`config.mk`:
```
export PLATFORM = sky130hd
export DESIGN_NAME = two_button_click_classifier
export DESIGN_NICKNAME = d
export VERILOG_FILES = /design/src/rtl/tbcc_pkg.sv /design/src/rtl/tbcc_in_stage.sv /design/src/rtl/tbcc_classify.sv /design/src/rtl/two_button_click_classifier.sv
export VERILOG_INCLUDE_DIRS = /design/src /design/src/rtl
export SDC_FILE = /design/constraint.sdc
export NUM_CORES = 1
export LEC_CHECK = 0
export BUFFER_PORTS_ARGS = -buffer_cell sky130_fd_sc_hd__buf_4
export CORE_UTILIZATION = 45
export DETAILED_ROUTE_END_ITERATION = 10
export MAX_ROUTING_LAYER = met4
export PLACE_DENSITY = 0.66
export RECOVER_POWER = 25
export SETUP_SLACK_MARGIN = 0.02
export SLEW_MARGIN = 15
export SYNTH_ARGS = -nofsm -noshare
export SYNTH_HDL_FRONTEND = slang
export SYNTH_SLANG_ARGS = --single-unit
```
`constraint.sdc`:
```
create_clock -name i_clk -period 2.7 [get_ports i_clk]
set_input_delay 0.27 -clock i_clk [delete_from_list [all_inputs] [get_ports i_clk]]
set_output_delay 0.27 -clock i_clk [all_outputs]
set_load 0.005 [all_outputs]
```
`src/rtl/two_button_click_classifier_macros.svh`:
```
// ----------------------------------------------------------------------------
// two_button_click_classifier_macros
// assertion macros shared by the click classifier modules
// ----------------------------------------------------------------------------
`ifndef TWO_BUTTON_CLICK_CLASSIFIER_MACROS_SVH
`define TWO_BUTTON_CLICK_CLASSIFIER_MACROS_SVH

`ifndef SYNTHESIS

// concurrent check, masked while reset is held
`define TBCC_ASSERT(label, clk, rst_n, prop) \
    label: assert property (@(posedge clk) disable iff (!rst_n) prop) \
        else $error("tbcc check failed");

// concurrent check that also runs during reset
`define TBCC_ASSERT_ALWAYS(label, clk, prop) \
    label: assert property (@(posedge clk) prop) \
        else $error("tbcc check failed");

`else

`define TBCC_ASSERT(label, clk, rst_n, prop)
`define TBCC_ASSERT_ALWAYS(label, clk, prop)

`endif

`endif

```
`src/rtl/tbcc_pkg.sv`:
```
// ----------------------------------------------------------------------------
// tbcc_pkg
// types, codes and constants of the two-button click classifier
// ----------------------------------------------------------------------------
package tbcc_pkg;

    // field widths
    localparam int CMD_W    = 2;
    localparam int EVENT_W  = 3;
    localparam int TIMER_W  = 8;
    localparam int COUNT_W  = 2;
    localparam int S_DATA_W = 8;
    localparam int M_DATA_W = 8;

    // command codes
    localparam logic [CMD_W-1:0] CMD_POLL     = 2'd0;
    localparam logic [CMD_W-1:0] CMD_EDGE_ONE = 2'd1;
    localparam logic [CMD_W-1:0] CMD_EDGE_TWO = 2'd2;

    // click event codes
    localparam logic [EVENT_W-1:0] EV_NONE        = 3'd0;
    localparam logic [EVENT_W-1:0] EV_ONE_SINGLE  = 3'd1;
    localparam logic [EVENT_W-1:0] EV_ONE_LONG    = 3'd2;
    localparam logic [EVENT_W-1:0] EV_ONE_DOUBLE  = 3'd3;
    localparam logic [EVENT_W-1:0] EV_TWO_SINGLE  = 3'd4;
    localparam logic [EVENT_W-1:0] EV_TWO_LONG    = 3'd5;
    localparam logic [EVENT_W-1:0] EV_TWO_DOUBLE  = 3'd6;
    localparam logic [EVENT_W-1:0] EV_BOTH_SINGLE = 3'd7;

    // timer and counter constants
    localparam logic [TIMER_W-1:0] TIMER_PARKED      = 8'd255;
    localparam logic [TIMER_W-1:0] CLICK_WINDOW_RST  = 8'd50;
    localparam logic [COUNT_W-1:0] COUNT_MAX         = 2'd3;
    localparam logic [COUNT_W-1:0] COUNT_ONE         = 2'd1;
    localparam logic [COUNT_W-1:0] COUNT_TWO         = 2'd2;

    // one input beat, command in the lowest bits
    typedef struct packed {
        logic               pin_two_high;
        logic               pin_one_high;
        logic [CMD_W-1:0]   command;
    } t_item;

    // input register contents handed to the classifier
    typedef struct packed {
        logic   valid;
        t_item  item;
    } t_stage;

endpackage

```
`src/rtl/tbcc_in_stage.sv`:
```
// ----------------------------------------------------------------------------
// tbcc_in_stage
// input register of the click classifier, refills in the cycle it drains
// ----------------------------------------------------------------------------
module tbcc_in_stage (
    input  logic                            i_clk,
    input  logic                            i_rst_n,
    input  logic                            i_s_tvalid,
    output logic                            o_s_tready,
    // command [1:0], pin_one_high [2], pin_two_high [3], zero fill [7:4]
    input  logic [tbcc_pkg::S_DATA_W-1:0]   i_s_tdata,
    input  logic                            i_take,
    output tbcc_pkg::t_stage                o_stage
);
    import tbcc_pkg::*;

    logic   r_valid;
    t_item  r_item;
    logic   w_load;

    // accept when empty or when the held beat moves on this cycle
    assign o_s_tready = !r_valid || i_take;
    assign w_load     = i_s_tvalid && o_s_tready;

    // valid flag
    always_ff @(posedge i_clk) begin
        if (!i_rst_n) begin
            r_valid <= 1'b0;
        end else if (w_load) begin
            r_valid <= 1'b1;
        end else if (i_take) begin
            r_valid <= 1'b0;
        end
    end

    // payload
    always_ff @(posedge i_clk) begin
        if (w_load) begin
            r_item.command      <= i_s_tdata[CMD_W-1:0];
            r_item.pin_one_high <= i_s_tdata[CMD_W];
            r_item.pin_two_high <= i_s_tdata[CMD_W+1];
        end
    end

    assign o_stage.valid = r_valid;
    assign o_stage.item  = r_item;

endmodule

```
`src/rtl/tbcc_classify.sv`:
```
// ----------------------------------------------------------------------------
// tbcc_classify
// button state, window timer and click decision with the result register
// ----------------------------------------------------------------------------
`include "two_button_click_classifier_macros.svh"

module tbcc_classify (
    input  logic                            i_clk,
    input  logic                            i_rst_n,
    input  tbcc_pkg::t_stage                i_stage,
    input  logic [tbcc_pkg::TIMER_W-1:0]    i_click_window,
    output logic                            o_take,
    output logic                            o_m_tvalid,
    input  logic                            i_m_tready,
    // click_event [2:0], zero fill [7:3]
    output logic [tbcc_pkg::M_DATA_W-1:0]   o_m_tdata
);
    import tbcc_pkg::*;

    logic                   r_armed_one, n_armed_one;
    logic                   r_armed_two, n_armed_two;
    logic [COUNT_W-1:0]     r_presses_one, n_presses_one;
    logic [COUNT_W-1:0]     r_presses_two, n_presses_two;
    logic [TIMER_W-1:0]     r_timer, n_timer;
    logic                   r_out_valid;
    logic [EVENT_W-1:0]     r_event, n_event;
    logic [TIMER_W-1:0]     w_timer_inc;
    logic                   w_pending;
    logic                   w_not_parked;

    // the held beat moves into the result register when it is free or drains
    assign o_take = i_stage.valid && (!r_out_valid || i_m_tready);

    assign w_timer_inc  = r_timer + 1'b1;
    assign w_pending    = (r_presses_one != '0) || (r_presses_two != '0);
    assign w_not_parked = (r_timer != TIMER_PARKED);

    // next state and event for the held beat
    always_comb begin
        n_armed_one   = r_armed_one;
        n_armed_two   = r_armed_two;
        n_presses_one = r_presses_one;
        n_presses_two = r_presses_two;
        n_timer       = r_timer;
        n_event       = EV_NONE;
        unique case (i_stage.item.command)
            CMD_POLL: begin
                // re-arm released buttons once the timer runs
                if (i_stage.item.pin_one_high && w_not_parked) begin
                    n_armed_one = 1'b1;
                end
                if (i_stage.item.pin_two_high && w_not_parked) begin
                    n_armed_two = 1'b1;
                end
                if (w_pending) begin
                    n_timer = w_timer_inc;
                    if (w_timer_inc >= i_click_window) begin
                        // later rules override earlier ones
                        if (r_presses_one == COUNT_ONE) begin
                            n_event = i_stage.item.pin_one_high ? EV_ONE_SINGLE
                                                                : EV_ONE_LONG;
                        end
                        if (r_presses_one == COUNT_TWO) begin
                            n_event = EV_ONE_DOUBLE;
                        end
                        if (r_presses_two == COUNT_ONE) begin
                            n_event = i_stage.item.pin_two_high ? EV_TWO_SINGLE
                                                                : EV_TWO_LONG;
                        end
                        if (r_presses_two == COUNT_TWO) begin
                            n_event = EV_TWO_DOUBLE;
                        end
                        if (r_presses_one == COUNT_ONE && r_presses_two == COUNT_ONE) begin
                            n_event = EV_BOTH_SINGLE;
                        end
                        n_presses_one = '0;
                        n_presses_two = '0;
                        n_timer       = '0;
                    end
                end
            end
            CMD_EDGE_ONE: begin
                if (r_armed_one) begin
                    n_armed_one   = 1'b0;
                    n_timer       = TIMER_PARKED;
                    n_presses_one = (r_presses_one == COUNT_MAX) ? COUNT_MAX
                                                                 : r_presses_one + 1'b1;
                end
            end
            CMD_EDGE_TWO: begin
                if (r_armed_two) begin
                    n_armed_two   = 1'b0;
                    n_timer       = TIMER_PARKED;
                    n_presses_two = (r_presses_two == COUNT_MAX) ? COUNT_MAX
                                                                 : r_presses_two + 1'b1;
                end
            end
            default: begin
                // unused command, no state change
            end
        endcase
    end

    // button state and timer
    always_ff @(posedge i_clk) begin
        if (!i_rst_n) begin
            r_armed_one   <= 1'b1;
            r_armed_two   <= 1'b1;
            r_presses_one <= '0;
            r_presses_two <= '0;
            r_timer       <= '0;
        end else if (o_take) begin
            r_armed_one   <= n_armed_one;
            r_armed_two   <= n_armed_two;
            r_presses_one <= n_presses_one;
            r_presses_two <= n_presses_two;
            r_timer       <= n_timer;
        end
    end

    // result valid
    always_ff @(posedge i_clk) begin
        if (!i_rst_n) begin
            r_out_valid <= 1'b0;
        end else if (o_take) begin
            r_out_valid <= 1'b1;
        end else if (i_m_tready) begin
            r_out_valid <= 1'b0;
        end
    end

    // result payload
    always_ff @(posedge i_clk) begin
        if (o_take) begin
            r_event <= n_event;
        end
    end

    assign o_m_tvalid = r_out_valid;
    assign o_m_tdata  = {{(M_DATA_W-EVENT_W){1'b0}}, r_event};

    // a running or parked timer always belongs to a pending burst
    `TBCC_ASSERT(a_timer_needs_press, i_clk, i_rst_n,
        (r_timer != '0) |-> (r_presses_one != '0 || r_presses_two != '0))
    // a reported event closes the burst
    `TBCC_ASSERT(a_event_clears, i_clk, i_rst_n,
        (o_take && n_event != EV_NONE) |=>
            (r_presses_one == '0 && r_presses_two == '0 && r_timer == '0))
    // state only moves with a beat
    `TBCC_ASSERT(a_state_holds, i_clk, i_rst_n,
        !o_take |=> ($stable(r_timer) && $stable(r_presses_one) && $stable(r_presses_two)))
    // a beat never enters a full result register that is not draining
    `TBCC_ASSERT_ALWAYS(a_no_overwrite, i_clk,
        (o_take && r_out_valid) |-> i_m_tready)

endmodule

```
`src/rtl/two_button_click_classifier.sv`:
```
// ----------------------------------------------------------------------------
// two_button_click_classifier
// sorts presses on two active-low buttons into single, long and double clicks
// ----------------------------------------------------------------------------
// Takes one beat per clock unless the result side stalls: a poll tick or a
// falling edge on either button, together with both pin levels, and returns
// exactly one click_event beat for each. A beat is held in the input register
// and then moves to the result register, which offers its result; the button
// state, the press counts and the window timer are updated in the cycle the
// beat moves between the two, so back-to-back beats run at full rate while
// nothing stalls. The result side stalls on its own, and a stall there also
// holds the input side. click_window may be written only while no beat is in
// flight; it counts poll ticks after the last press.
`include "two_button_click_classifier_macros.svh"

module two_button_click_classifier (
    input  logic                            i_clk,
    input  logic                            i_rst_n,
    // configuration write
    input  logic                            i_cfg_valid,
    output logic                            o_cfg_ready,
    input  logic [tbcc_pkg::TIMER_W-1:0]    i_cfg_data,
    // input stream
    input  logic                            i_s_tvalid,
    output logic                            o_s_tready,
    // command [1:0], pin_one_high [2], pin_two_high [3], zero fill [7:4]
    input  logic [tbcc_pkg::S_DATA_W-1:0]   i_s_tdata,
    // result stream
    output logic                            o_m_tvalid,
    input  logic                            i_m_tready,
    // click_event [2:0], zero fill [7:3]
    output logic [tbcc_pkg::M_DATA_W-1:0]   o_m_tdata
);
    import tbcc_pkg::*;

    logic [TIMER_W-1:0] r_click_window;
    t_stage             w_stage;
    logic               w_take;

    // click window register, always writable
    assign o_cfg_ready = 1'b1;

    always_ff @(posedge i_clk) begin
        if (!i_rst_n) begin
            r_click_window <= CLICK_WINDOW_RST;
        end else if (i_cfg_valid) begin
            r_click_window <= i_cfg_data;
        end
    end

    // input register
    tbcc_in_stage u_in_stage (
        .i_clk      (i_clk),
        .i_rst_n    (i_rst_n),
        .i_s_tvalid (i_s_tvalid),
        .o_s_tready (o_s_tready),
        .i_s_tdata  (i_s_tdata),
        .i_take     (w_take),
        .o_stage    (w_stage)
    );

    // state update and result register
    tbcc_classify u_classify (
        .i_clk          (i_clk),
        .i_rst_n        (i_rst_n),
        .i_stage        (w_stage),
        .i_click_window (r_click_window),
        .o_take         (w_take),
        .o_m_tvalid     (o_m_tvalid),
        .i_m_tready     (i_m_tready),
        .o_m_tdata      (o_m_tdata)
    );

    // the result side reports nothing before a beat arrives after reset
    `TBCC_ASSERT(a_out_after_in, i_clk, i_rst_n,
        $rose(o_m_tvalid) |-> $past(w_stage.valid))
    // pad bits of the result stay zero
    `TBCC_ASSERT(a_pad_zero, i_clk, i_rst_n,
        o_m_tvalid |-> (o_m_tdata[M_DATA_W-1:EVENT_W] == '0))
    // the input side can always take a beat when nothing is held
    `TBCC_ASSERT(a_ready_when_empty, i_clk, i_rst_n,
        !w_stage.valid |-> o_s_tready)

endmodule
```
; Word level (Yosys, flattened, before mapping)
; Cells that the tools add are included.
[word_totals]
ff_bits = 31
wordCells = 83
output_inout_bits = 11
[classes]
muxes = 28
magnitude_cmp = 1
n_addsub = 3
n_eq_ne = 15
n_reduce_logical = 24
[op_table]
columns = op, n
row1 = two-way mux 8 bit, 4
row2 = one-hot mux 8 bit (3 select lines), 1
row3 = two-way mux 3 bit, 5
row4 = AND reduction 5 bit, 3
row5 = two-way mux 2 bit, 7
row6 = != test 2 x 1 -> 1 bit (second input constant), 6
row7 = nonzero test 2 bit, 6
row8 = equality test 2 bit (second input constant), 5
row9 = AND reduction 3 bit, 3
row10 = adder 8 x 1 -> 8 bit (second input constant), 1
row11 = >= comparator 8 bit, 1
row12 = != test 8 bit (second input constant), 1
row13 = one-hot mux 2 bit (2 select lines), 2
row14 = two-way mux 1 bit, 7
row15 = equality test 2 x 1 -> 1 bit (second input constant), 3
row16 = logical AND 1 bit, 5
row17 = adder 2 x 1 -> 2 bit (second input constant), 2
row18 = one-hot mux 1 bit (2 select lines), 2
row19 = logical OR 1 bit, 3
row20 = nonzero test 3 bit, 1
row21 = logical NOT 1 bit, 2
row22 = logical NOT 2 bit, 1

; Longest topological paths before layout
; Gate-level depths: netlist (run 1).
[logic_depth]
word_depth = 6
depth_mapped = 12
mapped_depth_nobuf = 10

; By module
; From an unflattened synthesis (run 1), not the netlist that was laid out.
[unflattened]
hier_cells = 220
area_unflattened_um2 = 1979.4
[by_module_without_submodules]
columns = mod, instances, cells_each, area_each_um2
row1 = tbcc_classify, 1, 183, 1488.9
row2 = two_button_click_classifier, 1, 27, 305.3
row3 = tbcc_in_stage, 1, 10, 185.2

; Least setup slack after synthesis (run 1)
; OpenSTA, ideal clock, no wires.
[synth_timing]
kind = flip-flop to flip-flop
start = register u_classify.r_timer[2]
end = register u_classify.r_timer[5]
t_required_ns = 2.619
stages_incl_launch_ff = 12
path_buffers = 2
t_arrival_ns = 2.310
period_less_slack_ns = 2.391
setup_slack_ns = 0.309
setup_time_ns = 0.081
cell_sequence = dfxtp_1 nand3_1 or2_1 xnor2_1 ha_1 a41oi_1 a21oi_1 a21oi_1 buf_2 buf_2 nand3_1 a41oi_1
[synth_between]
elab_chain_cells = 5
[synth_lines]
columns = element, line
row1 = start: declaration, tbcc_classify.sv:24  ; logic [TIMER_W-1:0] r_timer, n_timer;
row2 = start signal: assignment, tbcc_classify.sv:117  ; r_timer <= n_timer;
row3 = adder 8 x 1 -> 8 bit *, tbcc_classify.sv:34  ; assign w_timer_inc = r_timer + 1'b1;
row4 = >= comparator 8 bit, tbcc_classify.sv:57  ; if (w_timer_inc >= i_click_window) begin
row5 = two-way mux 8 bit *, tbcc_classify.sv:57
row6 = two-way mux 8 bit *, tbcc_classify.sv:55  ; if (w_pending) begin
row7 = one-hot mux 8 bit (3 select lines) *, tbcc_classify.sv:46  ; unique case (i_stage.item.command)
; Mark *: on every way between the ends. The rest lies on a longest branch, timed or not. The select of a mux whose other input is x is not followed.
; A chain may end at the register's enable or synchronous reset.

; Worst setup path after layout (run 1)
[layout_timing]
start = register u_classify.r_timer[1]
end = register u_classify.r_presses_two[1]
[layout_between]
elab_chain_cells = 4
[layout_lines]
columns = element, line
row1 = adder 8 x 1 -> 8 bit, tbcc_classify.sv:34
row2 = >= comparator 8 bit, tbcc_classify.sv:57
row3 = != test 2 x 1 -> 1 bit (no source line), n/a
row4 = AND reduction 5 bit (no source line), n/a
row5 = end signal: assignment, tbcc_classify.sv:116  ; r_presses_two <= n_presses_two;
row6 = end: declaration, tbcc_classify.sv:23  ; logic [COUNT_W-1:0] r_presses_two, n_presses_two;
; Every way passes these cells.

==> results of run 1 <==
==> where the power goes <==
part / leakage (nW) / internal [W] / switching (W)
Clock: 0.0515 / 0.000232 / 0.000163
Sequential: 0.266 / 0.000508 / 0.0000342
Combinational: 0.638 / 0.000109 / 0.000125
==> layout by cell type, fill, tap and decap left out, drive strengths merged, types with 3 or more instances in the layout <==
cell / instances
clkbuf: 13
nor2: 22
edfxtp: 7
xnor2: 4
nand4: 3
nand2: 20
conb: 6
a21oi: 11
and3: 3
ha: 17
a41oi: 7
nor2b: 4
o21ai: 9
dfxtp: 24
and2: 4
o211ai: 3
nand3: 10
inv: 18
mux2i: 5
nand2b: 4
buf: 21
==> final cells by class <==
class	count	area (sq um)
tap	50	62.6
inverter	18	67.6
timing repair buffer	26	195
multi-input combinational	161	1100
sequential	31	692
clock buffer	8	100
fill	393	1810
==> worst max-delay path by stage <==
stage               depth (start not counted)                                        to                          startpoint
finish                                     10  u_classify.r_presses_two[1]$_SDFFE_PN0P_  u_classify.r_timer[1]$_SDFFE_PN0P_
global route                               11        u_classify.r_timer[5]$_SDFFE_PN0P_  u_classify.r_timer[1]$_SDFFE_PN0P_
CTS                                        11  u_classify.r_presses_two[1]$_SDFFE_PN0P_  u_classify.r_timer[0]$_SDFFE_PN0P_
detailed placement                         11  u_classify.r_presses_two[1]$_SDFFE_PN0P_  u_classify.r_timer[0]$_SDFFE_PN0P_
global placement                           11  u_classify.r_presses_two[1]$_SDFFE_PN0P_  u_classify.r_timer[0]$_SDFFE_PN0P_
floorplan                                  11        u_classify.r_timer[5]$_SDFFE_PN0P_  u_classify.r_timer[2]$_SDFFE_PN0P_
==> timing repair <==
item,in CTS,in global routing
endpoints found under the setup margin,0,6
setup buffers,0,0
resized for setup,0,7
hold endpoints to repair,0,0
==> stage by stage <==
step	setup WS [ps]	cell area, sq um	power, W
5_1_grt	14.6	2220	0.00124
6_report	210	2220	0.00117
4_1_cts	66.5	2180	0.00117
3_3_place_gp	124	2080	0.000773
2_1_floorplan	309	1910	0.000712
3_5_place_dp	77.7	2080	0.000778
==> routing by layer <==
layer	vias to the layer above	track usage, %
met3	2	3.77
met2	27	31.2
met5	-	-
met1	694	21.4
li1	808	-
met4	0	6.91
==> state kept, by name, summed over array words and instances, names as in the netlist <==
name and flops:
r_click_window 8, u_classify.o_m_tvalid 1, u_classify.r_armed_one 1, u_classify.r_armed_two 1, u_classify.r_event 3, u_classify.r_presses_one 2, u_classify.r_presses_two 2, u_classify.r_timer 8
u_in_stage.o_stage 4, u_in_stage.r_valid 1
==> cells by family after synthesis <==
kind of cell / count (synthesis) / share of synthesized area [%]
adder cells (fa/ha/maj): 17 / 11.2
flip-flops: 31 / 36.4
multiplexers: 5 / 2.64
buffers and inverters: 33 / 7.99
AND/OR/NAND/NOR: 81 / 21.9
AO/OA/AOI/OAI: 46 / 16.6
other: 2 / 0.396
XOR/XNOR: 6 / 2.77
==> out/results.ini, run 1 <==
[grt]
grt_usage_pct=18.4
overflow=0
grt_pass1_wl_mm=6.01
grt_max_degree=17
grt_pass1_vias=1422
antenna_found_initial=0

[finish]
syn_to_final_growth_pct=16.9
n_antenna_cell=0
final_cells=294
nets=281
fin_util_pct=55.0
drive_gt1_share_pct=16.8

[synthesis]
syn_avg_cell_area_sq_um=8.58
synth-edff-count=7
synth.most_common_cell=dfxtp_1
ys_top_cells_by_area=dfxtp_1, ha_1, edfxtp_1, nand2_1, nor2_1
syn_area_sq_mm=0.00190
yosys_warnings=0
async_flop_share_pct=0
synthTopCellsByCount=dfxtp_1, nand2_1, nor2_1, ha_1, inv_1
yosysTopAreaCellShare_pct=25.3
postSynthCellCount=221
ys_ff_latch=31
ys.flop_type=dfxtp_1
synth_cell_types=48
synth_top_area_cell=dfxtp_1
seq_area_frac_synth_pct=36.4

[setup_path]
crit_path_end_kind=flip-flop
critical_path_peak_fanout=14
cpPeakStageDelay_ps=410
reg2reg_depth=10
r2r_end=u_classify.r_presses_two[1]$_SDFFE_PN0P_
r2r_setup_slack_ps=210
reg2reg_from=u_classify.r_timer[1]$_SDFFE_PN0P_
crit_arrival_ps=2650
crit_type=reg -> reg
cpMaxStageDelayCell=dfxtp_1
startpoint_type=flip-flop
crit_family=compound AO/OA/AOI/OAI gates
cp_common_cell=a21oi_1
required_ps=2860
path_cells=nand3_2 -> or2_1 -> xnor2_1 -> ha_1 -> a41oi_1 -> a21oi_1 -> a21oi_1 -> buf_6 -> a211o_1 -> a32o_1
cp_num_buf_inv=1

[hold_path]
min_from=i_s_tdata[0]
holdPathEnd=u_in_stage.o_stage[0]$_DFFE_PP_
min_path_type=in -> reg
min_path_cells=1

[timing]
hold_violations=0
setup_viol=0
finalCritPeriodShare_pct=92.2
worst_pin_slew_ps=634
slew_viol_final=0
fin_worst_skew_ps=7.37
rsz0062_at_grt=no
slew-limit-headroom_pct=57.8
hold_ws_ps=194
finalCriticalPeriod_ps=2490
fmax_mhz=402
final.setup.tns_ps=0

[clock_network]
path_clk_slew_ps=60
htreeDepth=2
cts_made_buffers=5
cts_hold_buf=0
clk_latency_ps=280
clock-sinks=31
root_buffer=clkbuf_8
clk_path_buf_depth=2
cts_tree=yes

[routing]
ant_nets=0
wl_met2_mm=1.71
dr_wl_met3_um=97
drcViolationCount=0
totalWireLength_mm=3.69
top_layer_used=met4
wl_per_cell_um=12.5
vias=1531
wl_met1_mm=1.86
viasPerCell=5.21
first_iter_violations=51
firstDrtPassIters=4

[die]
die_area_sq_mm=0.00448
die_x_um=66.9
start_util_pct=47.0
pin_count=32
core_area_sq_mm=0.00403
rows=23
die_y_um=66.9

[pwr]
ir_drop_mv=0.315
p_leak_nw=0.955
power_density_mw_per_mm2=529

[run_status]
run_status=finished clean

[place]
numPortBuffers=21
dp.cells=286
gp_congestion=0.811
dp_hpwl_mm=2.65

[run]
cap_violations=0

(Power assumes the default switching activity.)
==> run 2, diff against run 1 <==
CORE_ASPECT_RATIO = 1.4   (was default)
==> run 2 against run 1 <==
Net effect: the flow now finishes with violations (design-rule violations); largest cell class unchanged; total power fell by 4.6%; highest routed layer unchanged; wire length rose by 1.8%; global-route usage rose by 0.26 points.
==> out/results.ini, run 2 (synthesized netlist as in run 1, its figures left out) <==
[clock_network]
htreeDepth=2
clock-sinks=31
root_buffer=clkbuf_8
cts_made_buffers=5
clk_latency_ps=280
path_clk_slew_ps=70
cts_tree=yes
clk_path_buf_depth=2

[timing]
hold_violations=0
worst_pin_slew_ps=729
fmax_mhz=400
finalCritPeriodShare_pct=92.5
rsz0062_at_grt=no
slew-limit-headroom_pct=51.4
hold_ws_ps=178
fin_worst_skew_ps=10.1
final.setup.tns_ps=0
finalCriticalPeriod_ps=2500
setup_viol=0
slew_viol_final=0

[place]
numPortBuffers=21
gp_congestion=0.840
dp_hpwl_mm=2.78

[finish]
n_antenna_cell=0
final_common_cell=dfxtp_1
final_cell_mix=dfxtp_1, buf_4, nand2_1, nor2_1, inv_1
nets=281
fin_util_pct=54.1
syn_to_final_growth_pct=13.8
drive_gt1_share_pct=15.2

[grt]
grt_usage_pct=18.7
use_met1_pct=18.7
use_met3_pct=5.37
grt_max_degree=17
grt_pass1_wl_mm=6.22
use_met2_pct=32.6
overflow=0
grt_pass1_vias=1453
grt_busiest_layer=met2
antenna_found_initial=0

[setup_path]
r2r_setup_slack_ps=200
crit_family=compound AO/OA/AOI/OAI gates
crit_arrival_ps=2700
crit_type=reg -> reg
cpPeakStageDelay_ps=360
crit_path_end_kind=flip-flop
required_ps=2900
path_cells=ha_2 -> and3_1 -> nand2_1 -> xnor2_1 -> ha_1 -> a41oi_1 -> a21oi_1 -> a21oi_1 -> buf_4 -> buf_4 -> nand3_1 -> a41oi_1
critical_path_peak_fanout=13
cp_num_buf_inv=2
cpMaxStageDelayCell=dfxtp_2
startpoint_type=flip-flop

[die]
rows=27
core_area_sq_mm=0.00399
die_y_um=78.8
die_area_sq_mm=0.00448
die_x_um=56.9
start_util_pct=47.6
pin_count=32

[pwr]
seqPwrFrac_pct=48.3
ir_drop_mv=0.381
p_int_w=0.000790
netSwitchingFraction_pct=29.4
power_frac_clock_pct=31.3
combPwrFrac_pct=20.4
switchingPower_w=0.000329
power_density_mw_per_mm2=518
p_leak_nw=0.938

[run_status]
run_status=complete, but fails checks
violations=design-rule violations

[routing]
ant_nets=0
first_iter_violations=109
drcViolationCount=2
vias=1587
viasPerCell=5.53
firstDrtPassIters=7
wl_per_cell_um=13.1
totalWireLength_mm=3.75

[hold_path]
min_path_type=in -> reg

[run]
cap_violations=0

==> run 2: timing repair <==
item,in CTS,in global routing
hold buffers,0,0
gates resized for setup,0,2
setup buffers,0,0
endpoints found under the setup margin,0,6
==> run 2: worst paths after layout <==
path / cells past startpoint / start / endpoint
setup / recovery: 12 / u_classify.r_timer[0]$_SDFFE_PN0P_ / u_classify.r_timer[6]$_SDFFE_PN0P_
hold / removal: 1 / i_s_tdata[2] / u_in_stage.o_stage[2]$_DFFE_PP_
setup reg to reg: 12 / u_classify.r_timer[0]$_SDFFE_PN0P_ / u_classify.r_timer[6]$_SDFFE_PN0P_
hold reg to reg: 2 / r_click_window[7]$_SDFFE_PN0P_ / r_click_window[7]$_SDFFE_PN0P_
==> run 2: final cells by class <==
type	count	area [sq um]
clock buffers	6	72.6
flip-flops and latches	31	692
well taps	43	53.8
repair buffers	26	191
fillers	409	1830
clock inverters	2	8.76
multi-input cells	161	1070
inverters	18	67.6
==> run 2: stage by stage <==
stage          cell area (sq um)  total power [W]  setup WS (ps)  instances
6_report                    2160          0.00112            201        287
4_1_cts                     2160          0.00113            110        287
3_3_place_gp                2080         0.000774            131        279
2_1_floorplan               1910         0.000712            309        225
3_5_place_dp                2080         0.000779            134        279
5_1_grt                     2160          0.00118           26.1        287
==> run 2: worst reg2reg max path, delay by kind of cell (launching register included) <==
family	cells	cell delay, ps
AOI/OAI and AO/OA	4	640
adders and majority gates	2	490
and+or+nand+nor	3	390
DFF	1	360
buffers and inverters	2	370
xor gates and xnor gates	1	180
==> run 2: per-layer routing <==
metal  share of wire, %  up-vias
li1                   -      805
met1                 41      744
met2                 53       28
met3                3.7       10
met4                2.4        0
met5                  0        -
==> run 2: power by group through the flow <==
stage | Clock (W) | Sequential (W) | Combinational [W]
floorplan | 0 | 0.000540 | 0.000172
global placement | 0 | 0.000549 | 0.000225
detailed placement | 0 | 0.000549 | 0.000229
CTS | 0.000356 | 0.000540 | 0.000231
global route | 0.000375 | 0.000545 | 0.000260
finish | 0.000350 | 0.000540 | 0.000228
